$ cat config.mk
export PLATFORM = sky130hd
export DESIGN_NAME = scrolling_status_line
export DESIGN_NICKNAME = d
export VERILOG_FILES = /design/src/rtl/core/ssl_pkg.sv /design/src/rtl/core/scrolling_status_line.sv
export VERILOG_INCLUDE_DIRS = /design/src /design/src/rtl/core
export SDC_FILE = /design/constraint.sdc
export NUM_CORES = 1
export LEC_CHECK = 0
export ABC_CLOCK_PERIOD_IN_PS = 5000
export BUFFER_PORTS_ARGS = -buffer_cell sky130_fd_sc_hd__buf_2
export CAP_MARGIN = 20
export CORE_MARGIN = 2
export CORE_UTILIZATION = 43
export DETAILED_ROUTE_END_ITERATION = 8
export SETUP_SLACK_MARGIN = 0.2
export SYNTH_ARGS = -nofsm -noshare
export SYNTH_HDL_FRONTEND = slang
export SYNTH_SLANG_ARGS = --single-unit
$ cat constraint.sdc
create_clock -name clock -period 5 [get_ports clock]
set_clock_uncertainty 0.15 [all_clocks]
set_input_delay 1 -clock clock [delete_from_list [all_inputs] [get_ports clock]]
set_output_delay 1 -clock clock [all_outputs]
set_load 0.1 [all_outputs]
$ cat src/rtl/core/assert_macros.svh
// assertion macros used by scrolling_status_line
`ifndef ASSERT_MACROS_SVH
`define ASSERT_MACROS_SVH
`ifndef SYNTH
// property must hold at every rising clock edge outside reset
`define ASSERT_ALWAYS(label, clk, rst, prop, msg) \
   label: assert property (@(posedge clk) disable iff (rst) (prop)) else $error(msg);
// consequent must hold in the same cycle as the antecedent
`define ASSERT_IMPLY(label, clk, rst, ante, cons, msg) \
   label: assert property (@(posedge clk) disable iff (rst) (ante) |-> (cons)) else $error(msg);
// consequent must hold in the cycle after the antecedent
`define ASSERT_NEXT(label, clk, rst, ante, cons, msg) \
   label: assert property (@(posedge clk) disable iff (rst) (ante) |=> (cons)) else $error(msg);
`else
`define ASSERT_ALWAYS(label, clk, rst, prop, msg)
`define ASSERT_IMPLY(label, clk, rst, ante, cons, msg)
`define ASSERT_NEXT(label, clk, rst, ante, cons, msg)
`endif
`endif

$ cat src/rtl/core/ssl_pkg.sv
// shared types and constants of the scrolling status line
package ssl_pkg;

   localparam int BUFFER_DEPTH_DEF  = 32;
   localparam int DISPLAY_WIDTH_DEF = 16;

   localparam int DWELL_W    = 16;
   localparam int CHAR_W     = 8;
   localparam int COLUMN_W   = 4;
   localparam int OFFSET_W   = 5;
   localparam int CMD_W      = 2;
   localparam int REQ_DATA_W = 8;
   localparam int RSP_DATA_W = 24;
   localparam int CSR_IDX_W  = 2;

   localparam logic [DWELL_W-1:0] END_DWELL_RESET  = 16'd2000;
   localparam logic [DWELL_W-1:0] STEP_DWELL_RESET = 16'd500;
   localparam logic [CHAR_W-1:0]  SPACE_CHAR       = 8'h20;

   typedef enum logic [CMD_W-1:0] {
      CMD_CLEAR  = 2'd0,
      CMD_APPEND = 2'd1,
      CMD_FINISH = 2'd2,
      CMD_TICK   = 2'd3
   } cmd_type;

   typedef enum logic [CSR_IDX_W-1:0] {
      CSR_END_DWELL  = 2'd0,
      CSR_STEP_DWELL = 2'd1
   } csr_index_type;

   typedef enum logic [1:0] {
      ST_IDLE   = 2'b01,
      ST_RENDER = 2'b10
   } state_type;

   typedef struct packed {
      logic                last;
      logic [OFFSET_W-1:0] offset;
      logic [CHAR_W-1:0]   glyph;
      logic [COLUMN_W-1:0] column;
   } rsp_item_type;

endpackage

$ cat src/rtl/core/scrolling_status_line.sv
// scrolling status line: marquee text store, dwell timer and render sequencer
// a finish or an expiring tick's first column passes the state, read and queue registers
// a render sends DISPLAY_WIDTH columns, one a cycle unless rsp_tready stalls them, set
// by the single read port of the character memory; other requests send nothing
// a new request is taken once the last column read of a render has been issued
// reset clears length, scroll position and timer, loads the dwell defaults; memory is kept
`include "assert_macros.svh"

module scrolling_status_line #(
   parameter int BUFFER_DEPTH  = ssl_pkg::BUFFER_DEPTH_DEF,
   parameter int DISPLAY_WIDTH = ssl_pkg::DISPLAY_WIDTH_DEF
) (
   input  logic                             clock,
   input  logic                             reset,
   // request channel
   input  logic                             req_tvalid,
   output logic                             req_tready,
   input  logic [ssl_pkg::REQ_DATA_W-1:0]   req_tdata,   // [7:0] char_in
   input  logic [ssl_pkg::CMD_W-1:0]        req_tuser,   // [1:0] command
   // rendered column channel
   output logic                             rsp_tvalid,
   input  logic                             rsp_tready,
   output logic [ssl_pkg::RSP_DATA_W-1:0]   rsp_tdata,   // [3:0] column, [11:4] glyph,
                                                         // [16:12] offset, [23:17] zero
   output logic                             rsp_tlast,   // last
   // register write port
   input  logic                             csr_valid,
   output logic                             csr_ready,
   input  logic [ssl_pkg::CSR_IDX_W-1:0]    csr_index,
   input  logic [ssl_pkg::DWELL_W-1:0]      csr_data
);
   import ssl_pkg::*;

   // text length must hold BUFFER_DEPTH itself
   localparam int LW  = $clog2(BUFFER_DEPTH + 1);
   localparam int AW  = $clog2(BUFFER_DEPTH);
   localparam int CW  = (DISPLAY_WIDTH > 1) ? $clog2(DISPLAY_WIDTH) : 1;
   localparam int CXW = (CW > COLUMN_W) ? CW : COLUMN_W;
   // render index: offset plus column
   localparam int IW  = $clog2(BUFFER_DEPTH + DISPLAY_WIDTH);
   localparam logic [CW-1:0] LAST_COL = CW'(DISPLAY_WIDTH - 1);
   localparam logic [COLUMN_W-1:0] LAST_COLUMN = COLUMN_W'(DISPLAY_WIDTH - 1);

   // character memory, one write and one registered read port
   logic [CHAR_W-1:0] char_mem [BUFFER_DEPTH];

   // control and dwell registers
   state_type             state_ff, state_in;
   logic [LW-1:0]         text_len_ff, text_len_in;
   logic [LW-1:0]         scroll_off_ff, scroll_off_in;
   logic                  timer_armed_ff, timer_armed_in;
   logic [DWELL_W-1:0]    timer_left_ff, timer_left_in;
   logic [DWELL_W-1:0]    end_dwell_ff, step_dwell_ff;
   logic [CW-1:0]         col_ff, col_in;

   // read stage
   logic                  inflight_ff;
   logic [CHAR_W-1:0]     rd_data_ff;
   logic                  rd_inrange_ff;
   logic [CW-1:0]         rd_col_ff;
   logic                  rd_last_ff;
   logic [OFFSET_W-1:0]   rd_off_ff;

   // two-entry output queue
   logic [1:0]            count_ff, count_in;
   rsp_item_type          q0_ff, q1_ff;

   logic                  req_fire, rsp_pop, issue, wr_en, push;
   cmd_type               cmd;
   logic [CHAR_W-1:0]     char_in;
   logic [LW-1:0]         top;
   logic                  long_text;
   logic [LW-1:0]         adv_off;
   logic [IW-1:0]         rd_idx;
   logic [2:0]            occupancy;
   rsp_item_type          new_item;
   logic [CXW-1:0]        col_x;

   assign csr_ready  = 1'b1;
   assign req_tready = (state_ff == ST_IDLE);
   assign req_fire   = req_tvalid && req_tready;
   assign cmd        = cmd_type'(req_tuser);
   assign char_in    = req_tdata[CHAR_W-1:0];
   assign rsp_pop    = rsp_tvalid && rsp_tready;

   // scroll limit; only meaningful when the text is longer than the display
   assign long_text = (int'(text_len_ff) > DISPLAY_WIDTH);
   assign top       = text_len_ff - LW'(DISPLAY_WIDTH);

   // position after an expiry: advance, wrap after the last one, or stay for short text
   always_comb begin
      adv_off = scroll_off_ff;
      if (long_text) begin
         if (scroll_off_ff >= top) begin
            adv_off = '0;
         end else begin
            adv_off = scroll_off_ff + LW'(1);
         end
      end
   end

   assign wr_en = req_fire && (cmd == CMD_APPEND) && (char_in != '0)
                  && (int'(text_len_ff) < BUFFER_DEPTH);

   // request handling and render sequencing
   always_comb begin
      state_in       = state_ff;
      text_len_in    = text_len_ff;
      scroll_off_in  = scroll_off_ff;
      timer_armed_in = timer_armed_ff;
      timer_left_in  = timer_left_ff;
      col_in         = col_ff;
      if (req_fire) begin
         unique case (cmd)
            CMD_CLEAR: begin
               text_len_in   = '0;
               scroll_off_in = '0;
            end
            CMD_APPEND: begin
               if (wr_en) begin
                  text_len_in = text_len_ff + LW'(1);
               end
            end
            CMD_FINISH: begin
               // view back at the start, so an armed timer always takes the end dwell
               scroll_off_in  = '0;
               timer_armed_in = long_text;
               if (long_text) begin
                  timer_left_in = end_dwell_ff;
               end
               col_in   = '0;
               state_in = ST_RENDER;
            end
            CMD_TICK: begin
               if (timer_armed_ff) begin
                  if (timer_left_ff > DWELL_W'(1)) begin
                     timer_left_in = timer_left_ff - DWELL_W'(1);
                  end else begin
                     // expiry: move the view, re-arm from the new position, render
                     scroll_off_in  = adv_off;
                     timer_armed_in = long_text;
                     if (long_text) begin
                        timer_left_in = ((adv_off == '0) || (adv_off >= top))
                                        ? end_dwell_ff : step_dwell_ff;
                     end
                     col_in   = '0;
                     state_in = ST_RENDER;
                  end
               end
            end
            default: ;
         endcase
      end else if (issue) begin
         col_in = col_ff + CW'(1);
         if (col_ff == LAST_COL) begin
            state_in = ST_IDLE;
         end
      end
   end

   // a read may go out while the queue plus the read in flight stays within two
   assign occupancy = {1'b0, count_ff} + {2'b00, inflight_ff} - {2'b00, rsp_pop};
   assign issue     = (state_ff == ST_RENDER) && (occupancy < 3'd2);
   assign rd_idx    = IW'(scroll_off_ff) + IW'(col_ff);

   always_ff @(posedge clock) begin
      if (wr_en) begin
         char_mem[text_len_ff[AW-1:0]] <= char_in;
      end
      if (issue) begin
         rd_data_ff    <= char_mem[rd_idx[AW-1:0]];
         rd_inrange_ff <= (rd_idx < IW'(text_len_ff));
         rd_col_ff     <= col_ff;
         rd_last_ff    <= (col_ff == LAST_COL);
         rd_off_ff     <= scroll_off_ff[OFFSET_W-1:0];
      end
   end

   // beyond the end of the text the column shows a space
   assign push  = inflight_ff;
   assign col_x = CXW'(rd_col_ff);
   always_comb begin
      new_item.column = col_x[COLUMN_W-1:0];
      new_item.glyph  = rd_inrange_ff ? rd_data_ff : SPACE_CHAR;
      new_item.offset = rd_off_ff;
      new_item.last   = rd_last_ff;
   end

   always_comb begin
      count_in = count_ff + {1'b0, push} - {1'b0, rsp_pop};
   end

   always_ff @(posedge clock) begin
      if (push && ((count_ff == 2'd0) || ((count_ff == 2'd1) && rsp_pop))) begin
         q0_ff <= new_item;
      end else if (rsp_pop && (count_ff == 2'd2)) begin
         q0_ff <= q1_ff;
      end
      if (push && (((count_ff == 2'd1) && !rsp_pop) || ((count_ff == 2'd2) && rsp_pop))) begin
         q1_ff <= new_item;
      end
   end

   always_ff @(posedge clock) begin
      if (reset) begin
         state_ff       <= ST_IDLE;
         text_len_ff    <= '0;
         scroll_off_ff  <= '0;
         timer_armed_ff <= 1'b0;
         timer_left_ff  <= '0;
         col_ff         <= '0;
         inflight_ff    <= 1'b0;
         count_ff       <= '0;
         end_dwell_ff   <= END_DWELL_RESET;
         step_dwell_ff  <= STEP_DWELL_RESET;
      end else begin
         state_ff       <= state_in;
         text_len_ff    <= text_len_in;
         scroll_off_ff  <= scroll_off_in;
         timer_armed_ff <= timer_armed_in;
         timer_left_ff  <= timer_left_in;
         col_ff         <= col_in;
         inflight_ff    <= issue;
         count_ff       <= count_in;
         if (csr_valid && csr_ready) begin
            unique case (csr_index)
               CSR_END_DWELL:  end_dwell_ff  <= csr_data;
               CSR_STEP_DWELL: step_dwell_ff <= csr_data;
               default: ;
            endcase
         end
      end
   end

   assign rsp_tvalid = (count_ff != 2'd0);
   assign rsp_tdata  = RSP_DATA_W'({q0_ff.offset, q0_ff.glyph, q0_ff.column});
   assign rsp_tlast  = q0_ff.last;

   // queue never holds more than two columns
   `ASSERT_ALWAYS(a_queue_bound, clock, reset, count_ff != 2'd3, "output queue overflow")
   // a full queue only takes a column when one leaves the same cycle
   `ASSERT_IMPLY(a_push_room, clock, reset, push && (count_ff == 2'd2), rsp_pop, "push into full queue")
   // finish always starts a render
   `ASSERT_NEXT(a_finish_render, clock, reset, req_fire && (cmd == CMD_FINISH), state_ff == ST_RENDER, "finish without render")
   // last marks only the final display column
   `ASSERT_IMPLY(a_last_column, clock, reset, rsp_tvalid && rsp_tlast, q0_ff.column == LAST_COLUMN, "last on wrong column")

endmodule
# Word-level counts from Yosys, hierarchy flattened
# Memories as Yosys holds them, arrays and structs flattened. A register that Yosys moved wholly into a read port is not among the register bits.
# Cells that the tools add are included.
# totals
regBits,117
ramBits,256
input_bits,33
out_inout_bits,28
wordCells,125
memories,1
# op_classes
addsub,10
order_cmp,7
eq_ne,17
mux,32
reduce_logical,36
# mem_list
name,words,width,read_ports,rd_ports_with_merged_regs,wr,line,text
char_mem,32,8,1,1,1,scrolling_status_line.sv:45,logic [CHAR_W-1:0] char_mem [BUFFER_DEPTH];
# op_table
op,n
two-way mux 16 bit,5
two-way mux 18 bit,2
case mux 16 bit (2 select lines),1
two-way mux 6 bit,5
case mux 6 bit (2 select lines),2
greater-than comparator 16 x 1 -> 1 bit (second input constant),1
two-way mux 4 bit,4
subtractor 16 x 1 -> 16 bit (second input constant),1
nonzero test 2 bit,7
adder 6 x 1 -> 6 bit (second input constant),2
greater-or-equal comparator 6 bit,2
logical AND 1 bit,11
two-way mux 2 bit,5
AND reduction 5 bit,2
inequality test 3 bit (second input constant),3
equality test 2 x 1 -> 1 bit (second input constant),4
equality test 2 bit (second input constant),4
two-way mux 8 bit,1
inequality test 2 bit (second input constant),4
case mux 4 bit (2 select lines),1
AND reduction 4 bit,2
nonzero test 8 bit,1
adder 6 x 4 -> 6 bit,1
greater-than comparator 6 x 5 -> 1 bit (second input constant),1
other kinds (21),30

# Longest topological paths before layout
# logic_depth
depth_word,11
ltp_mapped,19
depth_no_buf,17

# Worst setup path before layout
# No wires, ideal clock.
# synth_path
kind,reg2reg
from,register count_ff[1]
to,register col_ff[3]
setup_ns,0.078
t_arrival_ns,4.459
required_ns,4.772
path_slack_ns,0.313
stages_incl_launch_ff,13
path_buffers,0
synth_period_minus_slack_ns,4.687
cell_sequence,dfxtp_1 > or2_2 > and2_1 > ha_1 > inv_1 > ha_1 > inv_1 > fa_1 > xor2_1 > nor3_1 > nand4_1 > xor2_1 > nor3_1
# synth_between
elab_chain_len,7
word_cells_on_any_way,8
classes_between,add/sub: 2; order compare: 1; reduce/logical: 5
# synth_rtl
item,line,text
start: declaration,scrolling_status_line.sv:65,"logic [1:0] count_ff, count_in;"
start signal: assignment,scrolling_status_line.sv:224,count_ff <= count_in;
nonzero test 2 bit,scrolling_status_line.sv:235,assign rsp_tvalid = (count_ff != 2'd0);
named net rsp_tvalid,scrolling_status_line.sv:21,"output logic rsp_tvalid,"
logical AND 1 bit,scrolling_status_line.sv:84,assign rsp_pop = rsp_tvalid && rsp_tready;
subtractor 3 x 1 -> 3 bit,scrolling_status_line.sv:162,"assign occupancy = {1'b0, count_ff} + {2'b00, inflight_ff} - {2'b00, rsp_pop};"
less-than comparator 3 x 2 -> 1 bit,scrolling_status_line.sv:163,assign issue = (state_ff == ST_RENDER) && (occupancy < 3'd2);
logical AND 1 bit,scrolling_status_line.sv:163,
named net issue,scrolling_status_line.sv:68,"logic req_fire, rsp_pop, issue, wr_en, push;"
nonzero test 2 bit (no source line),n/a,
AND reduction 4 bit (no source line),n/a,
end signal: assignment,scrolling_status_line.sv:222,col_ff <= col_in;
end: declaration,scrolling_status_line.sv:54,"logic [CW-1:0] col_ff, col_in;"
# The timed path passes the listed nets, and every way through them passes these cells.
# A chain may end at the register's enable or synchronous reset.

# Worst setup path after layout
# layout_path
from,register text_len_ff[4]
to,register timer_left_ff[2]
# layout_between
elab_chain_len,11
word_cells_on_any_way,16
classes_between,add/sub: 1; order compare: 3; eq/ne: 2; mux: 7; reduce/logical: 3
# layout_rtl
item,line,text
start: declaration,scrolling_status_line.sv:49,"logic [LW-1:0] text_len_ff, text_len_in;"
start signal: assignment,scrolling_status_line.sv:218,text_len_ff <= text_len_in;
subtractor 6 x 5 -> 6 bit,scrolling_status_line.sv:88,assign top = text_len_ff - LW'(DISPLAY_WIDTH);
greater-or-equal comparator 6 bit,scrolling_status_line.sv:94,if (scroll_off_ff >= top) begin
two-way mux 6 bit,scrolling_status_line.sv:94,
two-way mux 6 bit,scrolling_status_line.sv:93,if (long_text) begin
greater-or-equal comparator 6 bit or zero test 6 bit (tied branches),scrolling_status_line.sv:143,timer_left_in = ((adv_off == '0) || (adv_off >= top))
logical OR 1 bit,scrolling_status_line.sv:143,
two-way mux 16 bit,scrolling_status_line.sv:144,? end_dwell_ff : step_dwell_ff;
two-way mux 16 bit,scrolling_status_line.sv:142,if (long_text) begin
two-way mux 16 bit,scrolling_status_line.sv:136,if (timer_left_ff > DWELL_W'(1)) begin
two-way mux 16 bit,scrolling_status_line.sv:135,if (timer_armed_ff) begin
case mux 16 bit (2 select lines),scrolling_status_line.sv:114,unique case (cmd)
end signal: assignment,scrolling_status_line.sv:221,timer_left_ff <= timer_left_in;
end: declaration,scrolling_status_line.sv:52,"logic [DWELL_W-1:0] timer_left_ff, timer_left_in;"
# Parallel ways exist; a longest one is shown, timed or not. The select of a mux whose other input is x is not followed.

==> results.md <==
* Run status: finished, final reports clean
* Reported max-cap violation count at 0
* Slew margin rel. at 31.1%
* Worst reg2reg endpoint: timer_left_ff[2]
* CP Buf/Inv Count at 2
* Final Cycle Share at 86.4%
* Final Hold Fails at 0
* Wl on met1 at 15.5 mm
* RSZ-0062 raised after global routing: false
* Global-route wire length before repair at 52.5 mm
* Worst path slowest cell: dfxtp_2
* Critical path, cell by cell: clkinv_1 > ha_1 > ha_1 > o21a_1 > a21oi_1 > o21ai_0 > o21ai_0 > inv_1 > ha_1 > nand2b_1 > a2111oi_0 > o21bai_1 > a21oi_1 > o311ai_4 > a21o_1 > a221oi_1 > nor3_1
* Die Y at 197 um
* Via-to-Cell Ratio at 5.49
* Cell family with most CP delay: compound AO/OA/AOI/OAI gates
* Yosys warnings at 0
* R2R cell count at 17
* Die Area at 38800 um2
* Total number of H-tree levels at 2
* Arr. time, crit path at 4.57 ns
* Commonest non-fill, non-tap cell in the layout: edfxtp_1
* Yosys top cell area share at just under 60%
* Vias in the first global route at just under 9000
* Minimum clock period at 4.32 ns
* Tightest Pin Transition at 1.03 ns
* Total GRT Usage at 17.7%
* Top_reg_cell synth: edfxtp_1
* Register area at 10700 um2
* Starting Density at between 40% and 50%
* Final Max Slew Viols at 0
* Final instance area at about 18000 um2
* Post-DP HPWL at 21.7 mm
* Syn Area/Cell at 15.5 um2
* Min-Delay Endpoint: q1_ff[17]
* CP endpoint kind: flop
* Commonest non-fill, non-tap cells in the layout: 311 x edfxtp_1, 107 x nand2_1, 80 x mux4_2
* Antenna violations before repair at 0
* Fin Setup TNS at 0 ns
* Clock sink count at 381
* ANT nets after route at 0
* Post-synth ARST share at 0%
* Largest net degree at the start of global routing at between 60 and 70
* Placed instance count at about 1500
* Syn Std Cell Area at 16000 um2
* Distinct cells, synth at 67
* Site Rows at 70
* Highest routed layer: met4
* Hold_sp: rd_last_ff
* Final hold slack at 0.295 ns
* Number of flops mapped to enable cells by yosys at between 300 and 400
* VDD IR-drop max at 0.286 mV
* Endpoints failing setup at 0
* Syn Inst Count at 1035
* Flop and latch count out of synthesis at 381
* Max incr delay on CP at 0.42 ns
* Synth area leaders: edfxtp_1 58%, mux4_2 11%, dfxtp_1 8.8%
* DIE WIDTH at 197 um
* 1st-iter DRT viols at 700
* R2R Setup Slk at 0.68 ns
* Fmax at 232 MHz
* Skew-Pair Late Insertion Delay at 0.53 ns
* Seq/Total Area, Yosys at about two thirds
* Share of post-route cells with drive strength above 1 at 23.0%
* Gp weighted congestion at roughly 0.81
* CP startpoint kind: flop
* WL/cell at 20.9 um
* CTS root buf: clkbuf_16
* Clock-pin transition on the worst setup and hold timing paths at 0.06 ns
* Total Wirelength at 33.4 mm
* Final std cells w/o fill at around 1600
* Clk buf depth at 3
* Final #Nets at 1168
* Total I/O pin count at 61
* Grt ovf at 0
* N_diodes at 0
* Most frequent CP cell: ha_1
* Critical path fanouts, max at 13
* Hold path depth at 0
* Metal2 WL at approximately 16 mm
* Vias at 8782
* WP data required at 5.25 ns
* Placed Instance Area at 16800 um2
* Crit Path Class: reg -> reg
* P_leak at 6.03 nW
* Fillcell total at 3078
* Area growth syn-to-layout at 13.8%
* Multi-input gate area at 5020 um2
* TritonCTS buffer count at 40
* Reg-to-reg startpoint: text_len_ff[4]
* First-pass DRT Iterations at 5
* Leading area contributor after synthesis: edfxtp_1
* DRC Markers at 0
* CTS tree: done
* Pwr dens at 380 nW/um2
* Core Footprint at 36600 um2
* Hold Path Class: reg -> reg
* Met3 Wirelength at between 1 and 1.5 mm
* I/O Buffers at 52
-- how the worst max path moves through the flow --
| stage | start | endpoint | slack [ns] | cells past startpoint |
|---|---|---|---|---|
| finish | text_len_ff[4] | timer_left_ff[2] | 0.68 | 17 |
| global route | text_len_ff[4] | timer_left_ff[2] | 0.34 | 17 |
| CTS | text_len_ff[4] | timer_left_ff[4] | 0.42 | 17 |
| detailed placement | text_len_ff[4] | timer_left_ff[3] | 0.47 | 17 |
| global placement | text_len_ff[4] | timer_left_ff[3] | 0.57 | 17 |
| floorplan | count_ff[1] | col_ff[3] | 0.31 | 12 |
-- through the flow --
stage	power [mW]	utilization (%)	setup slack, ns
final	6.93	49.8	0.681
after global routing	7.14	49.8	0.335
after global placement	3.93	45.9	0.570
after CTS	7.00	49.7	0.422
after detailed placement	3.94	46.0	0.472
after floorplan	3.83	-	0.313
-- cells by family after synthesis --
| family | after synthesis | share of synthesized area (%) |
|---|---|---|
| adder cells (fa/ha/maj) | 35 | 2.83 |
| flip-flops | 381 | 67.1 |
| XOR/XNOR | 27 | 1.48 |
| AND/OR/NAND/NOR | 286 | 8.23 |
| multiplexers | 114 | 13.6 |
| AO/OA/AOI/OAI | 114 | 4.70 |
| other | 2 | 0.0469 |
| buffers and inverters | 76 | 2.05 |
-- sequential cells by signal, summed over array words and instances (netlist names), 2 cells and up --
register and count:
end_dwell_ff 16, state_ff 2, char_mem 256, rd_off_ff 5
count_ff 2, q1_ff 18, rd_data_ff 8, col_x 4
scroll_off_ff 6, timer_left_ff 16, text_len_ff 6, rsp_tdata 17
col_ff 4, step_dwell_ff 16
-- synthesized netlist by cell type, drive strengths merged (11+ instances only) --
cell type and number:
o21ai 19, dfxtp 70, nor2 73, nor3 20, xnor2 16, nand3 26, and2 11, nand2 107
ha 33, clkbuf 35, edfxtp 311, a21oi 46, buf 22, inv 17, mux2 28, xor2 11
mux4 80
-- power by group --
group          switching, mW  internal (mW)  total (mW)  leakage [nW]
clock network           1.20           1.86        3.06         0.665
registers             0.0187           3.46        3.48          3.35
logic                  0.303         0.0855       0.389          2.01
total                   1.52           5.41        6.93          6.03
-- layout make-up --
class                           count  area share [%]
Inverter                           19           0.391
Sequential cell                   381            59.0
Tap cell                          468            3.21
Multi-Input combinational cell    584            27.5
Timing Repair Buffer               74            2.42
Clock inverter                     21            1.46
Clock buffer                       52            6.03
-- metal layers --
metal | GRT usage [%] | vias up
li1 | - | 4114
met1 | 25.5 | 4431
met2 | 28.4 | 189
met3 | 2.70 | 48
met4 | 4.71 | 0
met5 | 0 | -
-- timing repair --
action | in CTS | in global routing
endpoints found under the setup margin | 0 | 10
setup buffers | 0 | 3
hold buffers | 0 | 0
gates resized for setup | 0 | 3
(Power assumes the default switching activity.)
